## config.mk

```make
export PLATFORM = sky130hd
export DESIGN_NAME = bcd_calendar_hour_step_core
export DESIGN_NICKNAME = d
export VERILOG_FILES = /design/src/hw/rtl/bchs_pkg.sv /design/src/hw/rtl/bchs_step.sv /design/src/hw/rtl/bcd_calendar_hour_step_core.sv
export VERILOG_INCLUDE_DIRS = /design/src /design/src/hw/rtl
export SDC_FILE = /design/constraint.sdc
export NUM_CORES = 1
export LEC_CHECK = 0
export BUFFER_PORTS_ARGS = -buffer_cell sky130_fd_sc_hd__buf_4
export CELL_PAD_IN_SITES_DETAIL_PLACEMENT = 1
export CELL_PAD_IN_SITES_GLOBAL_PLACEMENT = 1
export CORE_UTILIZATION = 45
export DETAILED_ROUTE_END_ITERATION = 16
export PLACE_DENSITY_LB_ADDON = 0.1
export SYNTH_ARGS = -nofsm -noshare
export SYNTH_HDL_FRONTEND = slang
export SYNTH_HIERARCHICAL = 1
export SYNTH_SLANG_ARGS = --single-unit
export TNS_END_PERCENT = 10
```

## constraint.sdc

```tcl
create_clock -name i_clk -period 8.2 [get_ports i_clk]
set_clock_uncertainty 0.2 [all_clocks]
set_input_delay 2.05 -clock i_clk [delete_from_list [all_inputs] [get_ports i_clk]]
set_output_delay 2.05 -clock i_clk [all_outputs]
set_load 0.02 [all_outputs]
```

## src/hw/rtl/bcd_calendar_hour_step_core_defines.svh

```systemverilog
// assertion macros for the bcd calendar hour step core
// used by the top level only; needs i_clk and i_rst_n in scope
`ifndef BCD_CALENDAR_HOUR_STEP_CORE_DEFINES_SVH
`define BCD_CALENDAR_HOUR_STEP_CORE_DEFINES_SVH

// checked outside reset
`define BCHS_ASSERT(label, prop, msg) \
    label: assert property (@(posedge i_clk) disable iff (!i_rst_n) prop) else $error(msg);

// checked through reset as well
`define BCHS_ASSERT_RST(label, prop, msg) \
    label: assert property (@(posedge i_clk) prop) else $error(msg);

`endif

```

## src/hw/rtl/bchs_pkg.sv

```systemverilog
// types, constants and bcd helper functions for the calendar hour step core
// no dependencies
`default_nettype none

package bchs_pkg;

    localparam int unsigned HourW  = 6;
    localparam int unsigned DayW   = 6;
    localparam int unsigned MonthW = 5;
    localparam int unsigned YearW  = 8;

    localparam logic [7:0] HourTop  = 8'h23;
    localparam logic [7:0] MonthTop = 8'h12;
    localparam logic [7:0] YearTop  = 8'h99;
    localparam logic [7:0] DayFirst = 8'h01;
    localparam logic [7:0] Day28    = 8'h28;
    localparam logic [7:0] Day29    = 8'h29;
    localparam logic [7:0] Day30    = 8'h30;
    localparam logic [7:0] Day31    = 8'h31;
    localparam logic [7:0] TensStep = 8'h10;

    localparam logic KindUp   = 1'b0;
    localparam logic KindDown = 1'b1;

    typedef struct packed {
        logic [HourW-1:0]  hour;
        logic [DayW-1:0]   day;
        logic [MonthW-1:0] month;
        logic [YearW-1:0]  year;
    } t_date;

    function automatic logic [7:0] bcd_up(input logic [7:0] v);
        logic [7:0] res;
        if (v[3:0] >= 4'd9) begin
            res = {v[7:4], 4'h0} + TensStep;
        end else begin
            res = v + 8'd1;
        end
        return res;
    endfunction

    function automatic logic [7:0] bcd_down(input logic [7:0] v);
        logic [7:0] res;
        if (v[3:0] == 4'h0) begin
            res = v - 8'd7;
        end else begin
            res = v - 8'd1;
        end
        return res;
    endfunction

    // tens*10+units mod 4 equals 2*tens+units mod 4
    function automatic logic is_leap(input logic [7:0] year);
        logic [5:0] s;
        s = {1'b0, year[7:4], 1'b0} + {2'b00, year[3:0]};
        return (s[1:0] == 2'b00);
    endfunction

    function automatic logic [7:0] last_day(input logic [4:0] month, input logic [7:0] year);
        logic [4:0] m;
        logic [7:0] res;
        m = month[4] ? (month - 5'd6) : month;
        case (m)
            5'd1:    res = Day31;
            5'd2:    res = Day28;
            5'd3:    res = Day31;
            5'd4:    res = Day30;
            5'd5:    res = Day31;
            5'd6:    res = Day30;
            5'd7:    res = Day31;
            5'd8:    res = Day31;
            5'd9:    res = Day30;
            5'd10:   res = Day31;
            5'd11:   res = Day30;
            default: res = Day31;
        endcase
        if (is_leap(year) && month == 5'h02) begin
            res = Day29;
        end
        return res;
    endfunction

endpackage

`default_nettype wire

```

## src/hw/rtl/bchs_step.sv

```systemverilog
// one-hour step of a bcd date, forward or back, as combinational logic
// depends on bchs_pkg for the date type and bcd helpers
`default_nettype none

module bchs_step (
    input  wire logic           i_kind,
    input  wire bchs_pkg::t_date i_date,
    output bchs_pkg::t_date     o_date
);

    logic [7:0] hour8, day8, month8, year8;
    logic [7:0] fwd_last, bwd_last;
    logic       h_wrap, d_wrap, m_wrap;
    logic       h_borrow, d_borrow, m_borrow;
    logic [7:0] up_hour, up_day, up_month, up_year;
    logic [7:0] dn_hour, dn_day, dn_month, dn_year;
    logic [7:0] res_hour, res_day, res_month, res_year;

    always_comb begin
        hour8  = {2'b00, i_date.hour};
        day8   = {2'b00, i_date.day};
        month8 = {3'b000, i_date.month};
        year8  = i_date.year;

        // forward carry chain
        fwd_last = bchs_pkg::last_day(i_date.month, i_date.year);
        h_wrap   = (hour8 >= bchs_pkg::HourTop);
        d_wrap   = h_wrap && (day8 >= fwd_last);
        m_wrap   = d_wrap && (month8 >= bchs_pkg::MonthTop);
        up_hour  = h_wrap ? 8'h00 : bchs_pkg::bcd_up(hour8);
        up_day   = !h_wrap ? day8 :
                   (day8 >= fwd_last) ? bchs_pkg::DayFirst : bchs_pkg::bcd_up(day8);
        up_month = !d_wrap ? month8 :
                   (month8 >= bchs_pkg::MonthTop) ? bchs_pkg::DayFirst : bchs_pkg::bcd_up(month8);
        up_year  = !m_wrap ? year8 :
                   (year8 >= bchs_pkg::YearTop) ? 8'h00 : bchs_pkg::bcd_up(year8);

        // backward borrow chain, day below 01 takes the previous month's length
        h_borrow = (hour8 == 8'h00);
        d_borrow = h_borrow && (day8 <= bchs_pkg::DayFirst);
        m_borrow = d_borrow && (month8 <= bchs_pkg::DayFirst);
        dn_hour  = h_borrow ? bchs_pkg::HourTop : bchs_pkg::bcd_down(hour8);
        dn_month = !d_borrow ? month8 :
                   (month8 <= bchs_pkg::DayFirst) ? bchs_pkg::MonthTop : bchs_pkg::bcd_down(month8);
        dn_year  = !m_borrow ? year8 :
                   (year8 == 8'h00) ? bchs_pkg::YearTop : bchs_pkg::bcd_down(year8);
        bwd_last = bchs_pkg::last_day(dn_month[4:0], dn_year);
        dn_day   = !h_borrow ? day8 : d_borrow ? bwd_last : bchs_pkg::bcd_down(day8);

        if (i_kind == bchs_pkg::KindDown) begin
            res_hour  = dn_hour;
            res_day   = dn_day;
            res_month = dn_month;
            res_year  = dn_year;
        end else begin
            res_hour  = up_hour;
            res_day   = up_day;
            res_month = up_month;
            res_year  = up_year;
        end

        o_date.hour  = res_hour[bchs_pkg::HourW-1:0];
        o_date.day   = res_day[bchs_pkg::DayW-1:0];
        o_date.month = res_month[bchs_pkg::MonthW-1:0];
        o_date.year  = res_year;
    end

endmodule

`default_nettype wire

```

## src/hw/rtl/bcd_calendar_hour_step_core.sv

```systemverilog
// bcd calendar hour step core: moves a bcd date and hour one hour on or back
//
// input channel: i_valid / o_ready carry one word of kind, hour, day, month
//   and year; kind low steps forward, kind high steps back
// output channel: o_valid / i_ready carry the stepped hour, day, month, year
// path: one input register and one result register with the step logic
//   between them; an accepted word is stepped on its way from the first
//   into the second, and o_valid rises once it reaches the result register
// throughput: one word per cycle while the receiver keeps i_ready high
// stall: with i_ready low the result register holds its word, the input
//   register still fills, and o_ready drops only once both are occupied
// reset: i_rst_n low at a clock edge empties both registers; o_valid is low
//   and o_ready high in the cycle after
// depends on bchs_pkg, bchs_step and the assertion macro header
`default_nettype none
`include "bcd_calendar_hour_step_core_defines.svh"

module bcd_calendar_hour_step_core (
    input  wire logic       i_clk,
    input  wire logic       i_rst_n,
    input  wire logic       i_valid,
    output logic            o_ready,
    input  wire logic       i_kind,
    input  wire logic [5:0] i_hour_in,
    input  wire logic [5:0] i_day_in,
    input  wire logic [4:0] i_month_in,
    input  wire logic [7:0] i_year_in,
    output logic            o_valid,
    input  wire logic       i_ready,
    output logic [5:0]      o_hour_out,
    output logic [5:0]      o_day_out,
    output logic [4:0]      o_month_out,
    output logic [7:0]      o_year_out
);

    logic            r_s1_valid, n_s1_valid;
    logic            r_kind;
    bchs_pkg::t_date r_in_date;
    logic            r_o_valid, n_o_valid;
    bchs_pkg::t_date r_out_date;
    bchs_pkg::t_date step_date;
    logic            s1_move;
    logic            in_take;

    bchs_step u_step (
        .i_kind (r_kind),
        .i_date (r_in_date),
        .o_date (step_date)
    );

    // result register frees up when empty or being taken
    assign s1_move = r_s1_valid && (!r_o_valid || i_ready);
    assign o_ready = !r_s1_valid || s1_move;
    assign in_take = i_valid && o_ready;

    always_comb begin
        n_s1_valid = in_take || (r_s1_valid && !s1_move);
        n_o_valid  = s1_move || (r_o_valid && !i_ready);
    end

    always_ff @(posedge i_clk) begin
        if (!i_rst_n) begin
            r_s1_valid <= 1'b0;
            r_o_valid  <= 1'b0;
        end else begin
            r_s1_valid <= n_s1_valid;
            r_o_valid  <= n_o_valid;
        end
    end

    always_ff @(posedge i_clk) begin
        if (in_take) begin
            r_kind          <= i_kind;
            r_in_date.hour  <= i_hour_in;
            r_in_date.day   <= i_day_in;
            r_in_date.month <= i_month_in;
            r_in_date.year  <= i_year_in;
        end
        if (s1_move) begin
            r_out_date <= step_date;
        end
    end

    assign o_valid     = r_o_valid;
    assign o_hour_out  = r_out_date.hour;
    assign o_day_out   = r_out_date.day;
    assign o_month_out = r_out_date.month;
    assign o_year_out  = r_out_date.year;

    `BCHS_ASSERT_RST(a_rst_empty, !i_rst_n |=> !o_valid && o_ready, "reset must empty the core")
    `BCHS_ASSERT(a_s1_fills_out, r_s1_valid && !o_valid |=> o_valid, "stepped word not moved out")
    `BCHS_ASSERT(a_full_stall, r_s1_valid && o_valid && !i_ready |-> !o_ready, "input taken while full")
    `BCHS_ASSERT(a_drain, o_valid && i_ready && !r_s1_valid |=> !o_valid, "result word repeated")

endmodule

`default_nettype wire

```

==> results.json <==
{
  "status": "completed",
  "cts_resized": 0,
  "ys_warn_count": 6,
  "utilization_pct": 53.6,
  "synth_top_flop_cell": "edfxtp_1",
  "crit_top_cell": "buf_4",
  "antennaDiodeCount": 0,
  "synth_top_area_cell": "edfxtp_1",
  "path_clk_slew_ns": 0.10,
  "max_stage_delay_ns": 0.16,
  "synth_enable_flop_cells": 51,
  "holdWs_ns": 0.341,
  "grt_max_degree": 46,
  "hold_viol": 0,
  "synth.most_common_cell": "edfxtp_1",
  "ctsHoldBuffers": 0,
  "arrival_ns": 2.48,
  "synthTopCellsByCount": "51 x edfxtp_1, 38 x nor2_1, 34 x nand2_1",
  "drc": 0,
  "dp_hpwl_microns": 7700,
  "post_cts_buffers": 0,
  "seq_area_frac_synth_pct": 39.1,
  "grt_remaining_overflow": 0,
  "setup_viol": 0,
  "max_slew_margin_pct": 46.4,
  "synth_area_per_cell_sq_um": 9.55,
  "io_pins": 57,
  "min_path_type": "reg2reg",
  "netlist.area_leader.share_pct": 38.1,
  "core_sq_um": 8680,
  "start_util_pct": 46.4,
  "final_cell_area_sq_um": 4660,
  "crit_required_ns": 5.95,
  "areaGrowthSynthToFinish_pct": 15.7,
  "syn_nets": 484,
  "track_usage_pct": 23.6,
  "drive_above_1_share_pct": 19.8,
  "worstSetupPathType": "in2out",
  "path_max_fanout": 2,
  "min_period_ns": 4.73,
  "setup_tns_ns": 0,
  "async_reset_ff_share_pct": 0,
  "ctsLongestPathBuffers": 2,
  "crit_family": "buffers and inverters",
  "finalPower_uw": 691,
  "crit_chain": "buf_4, nand3b_4, buf_4",
  "cp_num_buf_inv": 2,
  "tightest_slew_ns": 0.799,
  "dr.pass1.iters": 4,
  "wl_per_cell_microns": 18.4,
  "grt_pass1_vias": 3407,
  "antenna_left": 0,
  "timing.final.crit_share_pct": 57.7,
  "worst_setup_path_end_kind": "primary output",
  "place_congestion": 0.840,
  "io_buffers": 56,
  "power.density_nw_per_um2": 149,
  "dieArea_sq_um": 9320,
  "die_x_microns": 96.5,
  "die_y_microns": 96.5,
  "htreeDepth": 2,
  "rsz0062_at_grt": "no",
  "worst_setup_path_start_kind": "input pin",
  "fill_cells": 1009,
  "fmax_mhz": 211,
  "critPathSlowestCell": "buf_4",
  "wl_microns": 10600,
  "drt_iter0_markers": 155,
  "syn_area_sq_um": 4020,
  "syn_inst": 421,
  "antenna_found_initial": 0,
  "viasPerCell": 6.00,
  "core.rowCount": 34,
  "grt_pass1_wl_microns": 16700,
  "synth_seq_cells": 53,
  "maxCapViolations": 0,
  "worstSkewPairLatency_ns": 0.31,
  "tritoncts": "done",
  "regToRegSetupSlack_ns": 4.18,
  "num-nets-final": 532,
  "ys_types": 74,
  "numCtsBuffers": 5,
  "total_leakage_power_uw": 0.00183,
  "peakVddDrop_mv": 0.0678,
  "maxSlewViolCount": 0,
  "vias": 3468,
  "cts-root-buf": "clkbuf_8",
  "dpl-instance-area_sq_um": 4520,
  "synth_area_leaders": "edfxtp_1 38%, ha_1 10%, a21oi_1 3.6%",
  "cts.sinks": 53
}
## cells in the final DEF (no fill, tap or decap), types with 5 or more instances in the layout
cell type and n:
a21oi_1 28, and3_1 6, buf_4 59, clkbuf_8 5, edfxtp_1 51, ha_1 33
inv_1 22, mux2i_1 6, nand2_1 34, nand2b_1 7, nand3_1 14, nor2_1 38
nor2b_1 5, nor3_1 9, o21ai_0 23, o21ai_1 9, o31ai_1 6, xnor2_1 11
xor2_1 5
## report_power, final
group	switching, uW	internal [uW]	leakage (uW)
Clock	90.0	121	0.0000681
Combinational	83.5	60.0	0.00126
Sequential	20.2	316	0.000506
## layer usage
layer | wire (microns) | vias up | global-route usage, %
met5 | 0 | - | 0
met4 | 110 | 0 | 5.64
met3 | 398 | 9 | 3.76
met2 | 5300 | 65 | 41.4
met1 | 4820 | 1738 | 30.2
li1 | - | 1656 | -
## flip-flops by register name, summed over array words and instances, names as in the netlist
signal / cells
r_in_date: 25
o_year_out: 8
o_day_out: 6
o_hour_out: 6
o_month_out: 5
o_valid: 1
r_kind: 1
r_s1_valid: 1
## worst reg2reg max path, delay by kind of cell, from the launching register on
kind	cells	cell delay (ns)
AO/OA/AOI/OAI	5	1.19
AND/OR/NAND/NOR	4	0.73
flip-flops	1	0.72
buffers and inverters	2	0.28
adder cells (fa/ha/maj)	2	0.64
## final cells by class
class	count	area, sq um	share of cell area, %
multi-input cells	327	2290	49.1
repair buffers	59	443	9.51
flip-flops and latches	53	1570	33.8
clock inverters	3	65.1	1.40
inverters	23	86.3	1.85
clock buffers	5	68.8	1.48
well taps	108	135	2.90
## cell families (layout without fill, tap and decap cells)
group,Yosys count,in the layout,share of synthesized area [%]
and+or+nand+nor,143,143,19.2
AOI/OAI and AO/OA,127,127,21.7
DFF,53,53,39.1
buffers and inverters,41,90,4.26
adders and majority gates,33,33,10.3
xor gates and xnor gates,16,16,3.48
muxes,8,8,2.05
## per-stage QoR
stage / setup WS, ns / cells
finish: 3.47 / 578
global route: 3.45 / 578
CTS: 3.46 / 578
detailed placement: 3.46 / 570
global placement: 3.48 / 570
floorplan: 3.73 / 421
## final timing paths
path                                     from  cells past startpoint            end
worst max-delay path                  i_ready                      3        o_ready
worst min-delay path                  o_valid                      2     r_s1_valid
worst max register to register  r_in_date[10]                     13  o_year_out[6]
worst min register to register        o_valid                      2     r_s1_valid
Note: power is estimated with default switching activity, not from simulation.
